==> config.mk <==
export PLATFORM = sky130hd
export DESIGN_NAME = integer_to_ascii_formatter_unit_flat
export DESIGN_NICKNAME = d
export VERILOG_FILES = /design/src/rtl/itoa_fmt_pkg.sv /design/src/rtl/itoa_fmt_ifs.sv /design/src/rtl/itoa_fmt_dp.sv /design/src/rtl/itoa_fmt_ctrl.sv /design/src/rtl/integer_to_ascii_formatter_unit.sv /design/src/flat_wrapper.sv
export SDC_FILE = /design/constraint.sdc
export NUM_CORES = 2
export LEC_CHECK = 0
export ABC_AREA = 1
export BUFFER_PORTS_ARGS = -buffer_cell sky130_fd_sc_hd__buf_2
export CELL_PAD_IN_SITES_DETAIL_PLACEMENT = 0
export CELL_PAD_IN_SITES_GLOBAL_PLACEMENT = 1
export CORE_ASPECT_RATIO = 1.4
export CORE_MARGIN = 4
export CORE_UTILIZATION = 35
export DETAILED_ROUTE_END_ITERATION = 12
export PLACE_DENSITY = 0.66
export SYNTH_ARGS = -nofsm -noshare
export SYNTH_HDL_FRONTEND = slang
export SYNTH_SLANG_ARGS = --single-unit
==> constraint.sdc <==
create_clock -name clk -period 10 [get_ports clk]
set_input_delay 2.5 -clock clk [delete_from_list [all_inputs] [get_ports clk]]
set_output_delay 2.5 -clock clk [all_outputs]
set_load 0.05 [all_outputs]
==> src/rtl/itoa_fmt_pkg.sv <==
`default_nettype none

package itoa_fmt_pkg;

  localparam int MODE_W  = 3;
  localparam int VALUE_W = 64;
  localparam int CHAR_W  = 8;
  localparam int COUNT_W = 31;
  localparam int DIGIT_W = 4;
  localparam int PIDX_W  = 3;

  localparam logic [COUNT_W-1:0] COUNT_MAX = {COUNT_W{1'b1}};

  // floor(x / 10) == (x * RECIP10) >> RECIP10_SHIFT for any 32-bit x
  localparam logic [31:0] RECIP10       = 32'hCCCC_CCCD;
  localparam int          RECIP10_SHIFT = 35;

  localparam logic [MODE_W-1:0] MODE_SDEC  = 3'd0;
  localparam logic [MODE_W-1:0] MODE_UDEC  = 3'd1;
  localparam logic [MODE_W-1:0] MODE_HEXLO = 3'd2;
  localparam logic [MODE_W-1:0] MODE_HEXUP = 3'd3;
  localparam logic [MODE_W-1:0] MODE_PTR   = 3'd4;

  typedef enum logic [1:0] {
    PRE_NONE,
    PRE_MINUS,
    PRE_HEX,
    PRE_NIL
  } pre_kind_t;

  typedef enum logic [1:0] {
    CLS_IGNORE,
    CLS_DEC,
    CLS_HEX,
    CLS_NIL
  } in_class_t;

  typedef struct packed {
    logic load;
    logic dec_mul;
    logic dec_div;
    logic hex_step;
    logic emit_pre;
    logic emit_dig;
  } cmd_t;

  typedef struct packed {
    in_class_t in_class;
    logic      dec_last;
    logic      hex_last;
    logic      slot_free;
    logic      pre_empty;
    logic      pre_last;
    logic      pre_nil;
    logic      dig_last;
  } status_t;

  function automatic logic [PIDX_W-1:0] prefix_len(input pre_kind_t kind);
    case (kind)
      PRE_MINUS: return 3'd1;
      PRE_HEX:   return 3'd2;
      PRE_NIL:   return 3'd5;
      default:   return 3'd0;
    endcase
  endfunction

  function automatic logic [CHAR_W-1:0] prefix_char(input pre_kind_t kind,
                                                    input logic [PIDX_W-1:0] idx);
    logic [CHAR_W-1:0] c;
    c = "-";
    case (kind)
      PRE_HEX: c = (idx == 3'd0) ? "0" : "x";
      PRE_NIL: begin
        case (idx)
          3'd0:    c = "(";
          3'd1:    c = "n";
          3'd2:    c = "i";
          3'd3:    c = "l";
          default: c = ")";
        endcase
      end
      default: c = "-";
    endcase
    return c;
  endfunction

  function automatic logic [CHAR_W-1:0] digit_char(input logic [DIGIT_W-1:0] d,
                                                   input logic upper);
    if (d < 4'd10) begin
      return 8'h30 + {4'd0, d};
    end else if (upper) begin
      return 8'h37 + {4'd0, d};
    end else begin
      return 8'h57 + {4'd0, d};
    end
  endfunction

endpackage

`default_nettype wire

==> src/rtl/itoa_fmt_ifs.sv <==
`default_nettype none

interface itoa_fmt_in_if;
  logic                               valid;
  logic                               ready;
  logic [itoa_fmt_pkg::MODE_W-1:0]    mode;
  logic [itoa_fmt_pkg::VALUE_W-1:0]   value;

  modport source (output valid, output mode, output value, input ready);
  modport sink   (input valid, input mode, input value, output ready);
endinterface

interface itoa_fmt_out_if;
  logic                               valid;
  logic                               ready;
  logic [itoa_fmt_pkg::CHAR_W-1:0]    char_out;
  logic                               is_last;
  logic [itoa_fmt_pkg::COUNT_W-1:0]   total_written;

  modport source (output valid, output char_out, output is_last, output total_written,
                  input ready);
  modport sink   (input valid, input char_out, input is_last, input total_written,
                  output ready);
endinterface

`default_nettype wire

==> src/rtl/itoa_fmt_dp.sv <==
`default_nettype none

module itoa_fmt_dp #(
  parameter int MAX_DIGITS = 20
) (
  input  wire logic                               clk,
  input  wire logic                               rst,
  input  wire itoa_fmt_pkg::cmd_t                 cmd,
  output itoa_fmt_pkg::status_t                   sts,
  input  wire logic [itoa_fmt_pkg::MODE_W-1:0]    in_mode,
  input  wire logic [itoa_fmt_pkg::VALUE_W-1:0]   in_value,
  output logic                                    out_valid,
  input  wire logic                               out_ready,
  output logic [itoa_fmt_pkg::CHAR_W-1:0]         char_out,
  output logic                                    is_last,
  output logic [itoa_fmt_pkg::COUNT_W-1:0]        total_written
);

  localparam int ND_W  = $clog2(MAX_DIGITS + 1);
  localparam int IDX_W = $clog2(MAX_DIGITS);
  localparam int QUO_W = 64 - itoa_fmt_pkg::RECIP10_SHIFT;

  logic [itoa_fmt_pkg::VALUE_W-1:0]  work_value;
  logic [63:0]                       prod;
  logic [itoa_fmt_pkg::DIGIT_W-1:0]  digit_store [MAX_DIGITS];
  logic [ND_W-1:0]                   nd;
  logic [itoa_fmt_pkg::PIDX_W-1:0]   pre_idx;
  itoa_fmt_pkg::pre_kind_t           pre_kind;
  logic                              upper;
  logic [itoa_fmt_pkg::COUNT_W-1:0]  char_count;

  // load decode
  logic [31:0]                       lo;
  logic [31:0]                       lo_neg;
  logic                              lo_is_neg;
  itoa_fmt_pkg::pre_kind_t           ld_kind;
  itoa_fmt_pkg::in_class_t           ld_class;
  logic [itoa_fmt_pkg::VALUE_W-1:0]  ld_value;

  // digit step
  logic [QUO_W-1:0]                  quo;
  logic [itoa_fmt_pkg::DIGIT_W-1:0]  q10_lo;
  logic [itoa_fmt_pkg::DIGIT_W-1:0]  dec_digit;
  logic                              nd_at_end;
  logic [IDX_W-1:0]                  wr_idx;
  logic [IDX_W-1:0]                  rd_idx;
  logic [ND_W-1:0]                   nd_less;
  logic                              emit;
  logic [itoa_fmt_pkg::COUNT_W-1:0]  count_next;

  // status
  logic                              dec_last;
  logic                              hex_last;
  logic                              slot_free;
  logic                              pre_empty;
  logic                              pre_last;
  logic                              pre_nil;
  logic                              dig_last;

  assign lo        = in_value[31:0];
  assign lo_neg    = (~lo) + 32'd1;
  assign lo_is_neg = (in_mode == itoa_fmt_pkg::MODE_SDEC) && lo[31];

  always_comb begin
    ld_kind  = itoa_fmt_pkg::PRE_NONE;
    ld_value = in_value;
    ld_class = itoa_fmt_pkg::CLS_IGNORE;
    case (in_mode)
      itoa_fmt_pkg::MODE_SDEC: begin
        ld_class = itoa_fmt_pkg::CLS_DEC;
        ld_value = {32'd0, lo_is_neg ? lo_neg : lo};
        if (lo_is_neg) begin
          ld_kind = itoa_fmt_pkg::PRE_MINUS;
        end
      end
      itoa_fmt_pkg::MODE_UDEC: begin
        ld_class = itoa_fmt_pkg::CLS_DEC;
        ld_value = {32'd0, lo};
      end
      itoa_fmt_pkg::MODE_HEXLO, itoa_fmt_pkg::MODE_HEXUP: begin
        ld_class = itoa_fmt_pkg::CLS_HEX;
      end
      itoa_fmt_pkg::MODE_PTR: begin
        if (in_value == '0) begin
          ld_class = itoa_fmt_pkg::CLS_NIL;
          ld_kind  = itoa_fmt_pkg::PRE_NIL;
        end else begin
          ld_class = itoa_fmt_pkg::CLS_HEX;
          ld_kind  = itoa_fmt_pkg::PRE_HEX;
        end
      end
      default: ld_class = itoa_fmt_pkg::CLS_IGNORE;
    endcase
  end

  // remainder only needs the low nibble of 10*q since it is below ten
  assign quo       = prod[63:itoa_fmt_pkg::RECIP10_SHIFT];
  assign q10_lo    = {quo[0], 3'b000} + {quo[2:0], 1'b0};
  assign dec_digit = work_value[3:0] - q10_lo;
  assign nd_at_end = (nd == ND_W'(MAX_DIGITS - 1));
  assign wr_idx    = nd[IDX_W-1:0];
  assign nd_less   = nd - ND_W'(1);
  assign rd_idx    = nd_less[IDX_W-1:0];

  assign emit       = cmd.emit_pre || cmd.emit_dig;
  assign count_next = (char_count == itoa_fmt_pkg::COUNT_MAX) ? char_count
                                                              : char_count + 1'b1;

  assign dec_last  = (quo == '0) || nd_at_end;
  assign hex_last  = (work_value[63:4] == '0) || nd_at_end;
  assign slot_free = !out_valid || out_ready;
  assign pre_empty = (itoa_fmt_pkg::prefix_len(pre_kind) == '0);
  assign pre_last  = (pre_idx == itoa_fmt_pkg::prefix_len(pre_kind) - 3'd1);
  assign pre_nil   = (pre_kind == itoa_fmt_pkg::PRE_NIL);
  assign dig_last  = (nd == ND_W'(1));

  assign sts = {ld_class, dec_last, hex_last, slot_free, pre_empty, pre_last, pre_nil,
                dig_last};

  always_ff @(posedge clk) begin
    if (cmd.load) begin
      pre_kind   <= ld_kind;
      upper      <= (in_mode == itoa_fmt_pkg::MODE_HEXUP);
    end
    if (cmd.dec_mul) begin
      prod <= work_value[31:0] * itoa_fmt_pkg::RECIP10;
    end
    if (cmd.dec_div) begin
      digit_store[wr_idx] <= dec_digit;
    end
    if (cmd.hex_step) begin
      digit_store[wr_idx] <= work_value[3:0];
    end
    if (emit) begin
      total_written <= count_next;
      if (cmd.emit_pre) begin
        char_out <= itoa_fmt_pkg::prefix_char(pre_kind, pre_idx);
        is_last  <= pre_last && pre_nil;
      end else begin
        char_out <= itoa_fmt_pkg::digit_char(digit_store[rd_idx], upper);
        is_last  <= dig_last;
      end
    end
    if (rst) begin
      nd         <= '0;
      pre_idx    <= '0;
      char_count <= '0;
      out_valid  <= 1'b0;
      work_value <= '0;
    end else begin
      if (cmd.load) begin
        work_value <= ld_value;
      end else if (cmd.dec_div) begin
        work_value <= {{(64 - QUO_W){1'b0}}, quo};
      end else if (cmd.hex_step) begin
        work_value <= {4'd0, work_value[63:4]};
      end
      if (cmd.load) begin
        nd      <= '0;
        pre_idx <= '0;
      end else if (cmd.dec_div || cmd.hex_step) begin
        nd <= nd + ND_W'(1);
      end else if (cmd.emit_dig) begin
        nd <= nd_less;
      end
      if (cmd.emit_pre) begin
        pre_idx <= pre_idx + 3'd1;
      end
      if (emit) begin
        char_count <= count_next;
        out_valid  <= 1'b1;
      end else if (out_ready) begin
        out_valid <= 1'b0;
      end
    end
  end

  a_emit_slot: assert property (@(posedge clk) disable iff (rst)
    (cmd.emit_pre || cmd.emit_dig) |-> (!out_valid || out_ready))
    else $error("character issued while output register is occupied");

  a_nd_bound: assert property (@(posedge clk) disable iff (rst)
    nd <= ND_W'(MAX_DIGITS))
    else $error("digit count beyond store depth");

  a_dig_nonempty: assert property (@(posedge clk) disable iff (rst)
    cmd.emit_dig |-> (nd != '0))
    else $error("digit read from empty store");

  a_count_nonzero: assert property (@(posedge clk) disable iff (rst)
    out_valid |-> (total_written != '0))
    else $error("valid character with zero running count");

endmodule

`default_nettype wire

==> src/rtl/itoa_fmt_ctrl.sv <==
`default_nettype none

module itoa_fmt_ctrl (
  input  wire logic                  clk,
  input  wire logic                  rst,
  input  wire logic                  in_valid,
  output logic                       in_ready,
  input  wire itoa_fmt_pkg::status_t sts,
  output itoa_fmt_pkg::cmd_t         cmd
);

  typedef enum logic [2:0] {
    S_IDLE,
    S_MUL,
    S_DIV,
    S_HEX,
    S_PRE,
    S_DIG
  } state_t;

  state_t state;
  state_t state_next;

  assign in_ready = (state == S_IDLE) && !rst;

  always_comb begin
    cmd        = '0;
    state_next = state;
    case (state)
      S_IDLE: begin
        if (in_valid && in_ready) begin
          cmd.load = 1'b1;
          case (sts.in_class)
            itoa_fmt_pkg::CLS_DEC: state_next = S_MUL;
            itoa_fmt_pkg::CLS_HEX: state_next = S_HEX;
            itoa_fmt_pkg::CLS_NIL: state_next = S_PRE;
            default:               state_next = S_IDLE;
          endcase
        end
      end
      S_MUL: begin
        cmd.dec_mul = 1'b1;
        state_next  = S_DIV;
      end
      S_DIV: begin
        cmd.dec_div = 1'b1;
        state_next  = sts.dec_last ? S_PRE : S_MUL;
      end
      S_HEX: begin
        cmd.hex_step = 1'b1;
        if (sts.hex_last) begin
          state_next = S_PRE;
        end
      end
      S_PRE: begin
        if (sts.pre_empty) begin
          state_next = S_DIG;
        end else if (sts.slot_free) begin
          cmd.emit_pre = 1'b1;
          if (sts.pre_last) begin
            state_next = sts.pre_nil ? S_IDLE : S_DIG;
          end
        end
      end
      S_DIG: begin
        if (sts.slot_free) begin
          cmd.emit_dig = 1'b1;
          if (sts.dig_last) begin
            state_next = S_IDLE;
          end
        end
      end
      default: state_next = S_IDLE;
    endcase
  end

  always_ff @(posedge clk) begin
    if (rst) begin
      state <= S_IDLE;
    end else begin
      state <= state_next;
    end
  end

endmodule

`default_nettype wire

==> src/rtl/integer_to_ascii_formatter_unit.sv <==
// Integer-to-ASCII formatter.
// in_ch carries mode and value; out_ch returns one ASCII character per
// transfer, most significant first, with is_last on the final character
// and total_written holding the saturating running character count.
// An item is taken only in the idle state. Digits come from a shared
// extraction unit: hex takes one digit per nibble shift, decimal one
// digit per reciprocal multiply, then quotient/remainder step. Each
// character then passes through the output register.
// An item goes through load, digit extraction, prefix characters and
// then digits; "(nil)" skips extraction. Modes 5 to 7 are taken and
// give no characters.
// After the last extraction step, the first character is registered in
// the prefix state, or, when there is no prefix, in the digit state
// that follows it.
// When out_ch stalls, the held character stays in the output register and
// the sequencer waits; the next item is taken once the last character has
// been placed there, even if it has not yet been transferred.
// Reset (synchronous) clears the sequencer, the output valid and the count;
// in_ch is not ready while rst is high.
`default_nettype none

module integer_to_ascii_formatter_unit #(
  parameter int MAX_DIGITS = 20
) (
  input wire logic        clk,
  input wire logic        rst,
  itoa_fmt_in_if.sink     in_ch,
  itoa_fmt_out_if.source  out_ch
);

  itoa_fmt_pkg::cmd_t    cmd;
  itoa_fmt_pkg::status_t sts;

  itoa_fmt_ctrl u_ctrl (
    .clk      (clk),
    .rst      (rst),
    .in_valid (in_ch.valid),
    .in_ready (in_ch.ready),
    .sts      (sts),
    .cmd      (cmd)
  );

  itoa_fmt_dp #(
    .MAX_DIGITS (MAX_DIGITS)
  ) u_dp (
    .clk           (clk),
    .rst           (rst),
    .cmd           (cmd),
    .sts           (sts),
    .in_mode       (in_ch.mode),
    .in_value      (in_ch.value),
    .out_valid     (out_ch.valid),
    .out_ready     (out_ch.ready),
    .char_out      (out_ch.char_out),
    .is_last       (out_ch.is_last),
    .total_written (out_ch.total_written)
  );

endmodule

`default_nettype wire
==> src/flat_wrapper.sv <==
// flat-port wrapper written by rule: the top's interface ports become plain ports
module integer_to_ascii_formatter_unit_flat 
#(
  parameter int MAX_DIGITS = 20
)
  (clk, rst, in_ch_valid, in_ch_mode, in_ch_value, in_ch_ready, out_ch_valid, out_ch_char_out, out_ch_is_last, out_ch_total_written, out_ch_ready);
  itoa_fmt_in_if in_ch_i ();
  itoa_fmt_out_if out_ch_i ();
  input wire logic clk;
  input wire logic rst;
  input wire logic [$bits(in_ch_i.valid)-1:0] in_ch_valid;
  input wire logic [$bits(in_ch_i.mode)-1:0] in_ch_mode;
  input wire logic [$bits(in_ch_i.value)-1:0] in_ch_value;
  output wire logic [$bits(in_ch_i.ready)-1:0] in_ch_ready;
  output wire logic [$bits(out_ch_i.valid)-1:0] out_ch_valid;
  output wire logic [$bits(out_ch_i.char_out)-1:0] out_ch_char_out;
  output wire logic [$bits(out_ch_i.is_last)-1:0] out_ch_is_last;
  output wire logic [$bits(out_ch_i.total_written)-1:0] out_ch_total_written;
  input wire logic [$bits(out_ch_i.ready)-1:0] out_ch_ready;
  assign in_ch_i.valid = in_ch_valid;
  assign in_ch_i.mode = in_ch_mode;
  assign in_ch_i.value = in_ch_value;
  assign in_ch_ready = in_ch_i.ready;
  assign out_ch_valid = out_ch_i.valid;
  assign out_ch_char_out = out_ch_i.char_out;
  assign out_ch_is_last = out_ch_i.is_last;
  assign out_ch_total_written = out_ch_i.total_written;
  assign out_ch_i.ready = out_ch_ready;
  integer_to_ascii_formatter_unit #(.MAX_DIGITS(MAX_DIGITS)) u_core (.clk(clk), .rst(rst), .in_ch(in_ch_i), .out_ch(out_ch_i));
endmodule
==> results.toml <==
[status]
outcome = "completed"

[cts]
root_buffer = "clkbuf_16"
cts_tree = "built"
clkLatencyLatePin_ns = 0.63
hold_buffers = 0
post_cts_buffers = 0
clk_pin_slew_ns = 0.07
cts_resized = 0
cts.sinks = 258
cts_max_level = 1
numCtsBuffers = 31
clockBufferDepth = 3

[sta]
whs_ns = 0.4847
tightest_slew_ns = 1.353
period_minus_slack_ns = 8.168
finalSetupViolCount = 0
fin_skew_ns = 0.04242
rsz0062_at_grt = "false"
setup-tns-final_ns = 0
hold_viol_final = 0
fin_crit_sh = 0.8168
slew_viol_final = 0
slew_headroom = 0.08980
fmax_mhz = 122.4

[critical_path]
cp-start-kind = "flip-flop"
rrSetupSlack_ns = 1.83
worstPathRequired_ns = 10.34
worstSetupPathType = "reg -> reg"
arrival_ns = 8.51
crit_fanout = 9
endpoint_kind = "flip-flop"

[min_path]
hp-class = "reg -> reg"

[synth]
post_synth_inst_count = 3913
yosysSeqAreaShare = 0.2074
ys_top_cells_by_count = "976 x inv_1, 623 x nand2_1, 386 x fa_1, 383 x ha_1, 271 x nor2_1"
ys_types = 56
post-synth-top-count-cell = "inv_1"
async_flop_share = 0
syn_area_mm2 = 0.03219
synth_nets = 4753
avgSynthCellArea_um2 = 8.225
synth_edf_count = 151
synth.largest_area_cell = "fa_1"
ys.warnings.count = 0
synth_top_cell_area_share = 0.2401
ys.flop_type = "edfxtp_1"
ys_seq_elements = 258
synth.area.top_cells = "fa_1 24%, ha_1 15%, edfxtp_1 14%"

[route]
dr.pass1.iters = 8
ant_nets = 0
drt_iter0_drc = 1529
vias = 26187
vias_per_cell = 5.017
remaining_drc_errors = 0
routed_wl_mm = 119.3
wl_per_cell_um = 22.86

[floorplan]
io_pins = 113
die_width_um = 264.3
dieArea_mm2 = 0.09694
start_util = 0.3532
core.rowCount = 131
core_area_mm2 = 0.09113
die_h_um = 366.8

[cells_and_area]
nNetsFinal = 4837
nFillCells = 9602
drive_gt1_frac = 0.05871
syn2layout_area_growth_pct = 8.824
regArea_mm2 = 0.006676
multiInputGateArea_mm2 = 0.02145

[place]
numPortBuffers = 111
gp_congestion = 1.053
hpwl_mm = 102.6

[job]
maxCapViolations = 0

[global_routing]
grt_pass1_wl_mm = 177.4
grt_max_degree = 80
grt-ovfl-total = 0
track_usage = 0.2438
antenna_found_initial = 3
grt_pass1_vias = 27844
## layer usage
metal  global-route usage  share of wire  vias up
li1                     -              -    12487
met1               0.2608           0.36    12665
met2               0.4452           0.51      706
met3              0.02120          0.032      329
met4               0.1797          0.096        0
met5                    0              0        -
## state kept, by name, indices dropped and copies added (netlist names)
signal and cells:
u_core.u_dp.total_written 31, u_core.u_dp.is_last 1, u_core.u_dp.char_out 7, u_core.u_dp.pre_kind 2, u_core.u_ctrl.state 3, u_core.u_dp.pre_idx 3
u_core.u_dp.upper 1, u_core.u_dp.nd 5, u_core.u_dp.char_count 31, u_core.u_dp.prod 29, u_core.u_dp.work_value 64, u_core.u_dp.out_valid 1
u_core.u_dp.digit_store 80
## final timing paths
kind,from,to,depth (start not counted)
hold reg to reg,u_core.u_dp.work_value[62]$_SDFFE_PP0P_,u_core.u_dp.work_value[62]$_SDFFE_PP0P_,2
hold / removal,u_core.u_dp.work_value[62]$_SDFFE_PP0P_,u_core.u_dp.work_value[62]$_SDFFE_PP0P_,2
setup reg to reg,u_core.u_dp.work_value[9]$_SDFFE_PP0P_,u_core.u_dp.prod[37]$_DFFE_PP_,22
setup / recovery,u_core.u_dp.work_value[9]$_SDFFE_PP0P_,u_core.u_dp.prod[37]$_DFFE_PP_,22
## cell families (layout without fill, tap and decap cells)
logic type,after synthesis,in the layout,synth area share
XOR/XNOR,68,68,0.01874
buffers and inverters,1061,1168,0.1263
flip-flops,258,258,0.2074
adder cells (fa/ha/maj),769,769,0.3890
AND/OR/NAND/NOR,1269,1269,0.1684
other,1,4,0.0001165
AO/OA/AOI/OAI,487,487,0.08996
## cell usage in the layout, fill, tap and decap left out, types with 4 or more instances in the layout
master,Yosys,routed
buf_2,33,111
o21ai_1,8,10
clkbuf_16,0,31
nand2_1,623,622
nor4_1,28,28
nor2_1,271,271
o211ai_1,29,29
nand3_1,222,222
o221ai_1,24,24
a211oi_1,8,8
nor3_1,46,45
o21bai_1,33,33
nor3b_1,4,4
a31oi_1,35,35
inv_2,7,8
inv_1,976,975
clkinv_2,0,6
nand3b_1,6,6
o22ai_1,5,5
ha_1,383,383
a21o_1,13,13
a21boi_0,5,5
edfxtp_1,151,151
clkbuf_1,36,4
fa_1,386,386
dfxtp_1,107,107
a21oi_1,138,138
a221oi_1,4,4
xnor2_1,16,16
nor2_2,6,6
xor2_1,51,51
nand2_2,5,6
and3_1,4,4
o21ai_0,169,166
inv_6,0,4
nand4_1,26,26
or2_2,19,19
buf_4,3,18
## stage by stage
step / util / worst slack (ns) / area [um^2] / instances
finish: 0.3843 / 1.832 / 35030 / 5220
global route: 0.3843 / 1.629 / 35020 / 5219
CTS: 0.3843 / 1.802 / 35020 / 5217
detailed placement: 0.3732 / 1.880 / 34010 / 5161
global placement: 0.3732 / 1.769 / 34010 / 5161
floorplan: - / 3.763 / 32190 / 3913
## area by class of cell
type	count	area share
clock inverter	20	0.005858
inverter	983	0.1053
clock buffer	36	0.02297
antenna	3	0.0002143
multi-input combinational	2594	0.6125
tap	1197	0.04276
sequential	258	0.1906
timing repair buffer	129	0.01972
## critical path, stage by stage, from the launching register on
cell	delay, ns
dfxtp_1	0.75
ha_1	0.52
inv_1	0.20
fa_1	0.57
inv_1	0.08
fa_1	0.54
inv_1	0.06
fa_1	0.52
inv_1	0.05
fa_1	0.47
fa_1	0.52
fa_1	0.55
inv_1	0.06
fa_1	0.53
inv_1	0.04
ha_1	0.31
nand2_1	0.11
nor4_1	1.14
o211ai_1	0.24
nand2_1	0.32
nand2_1	0.12
nand3_1	0.08
nand2_1	0.09
Power is left out: the tool's default activity adds up to more than one toggle a clock period on the data nets, which glitch-free logic cannot reach.
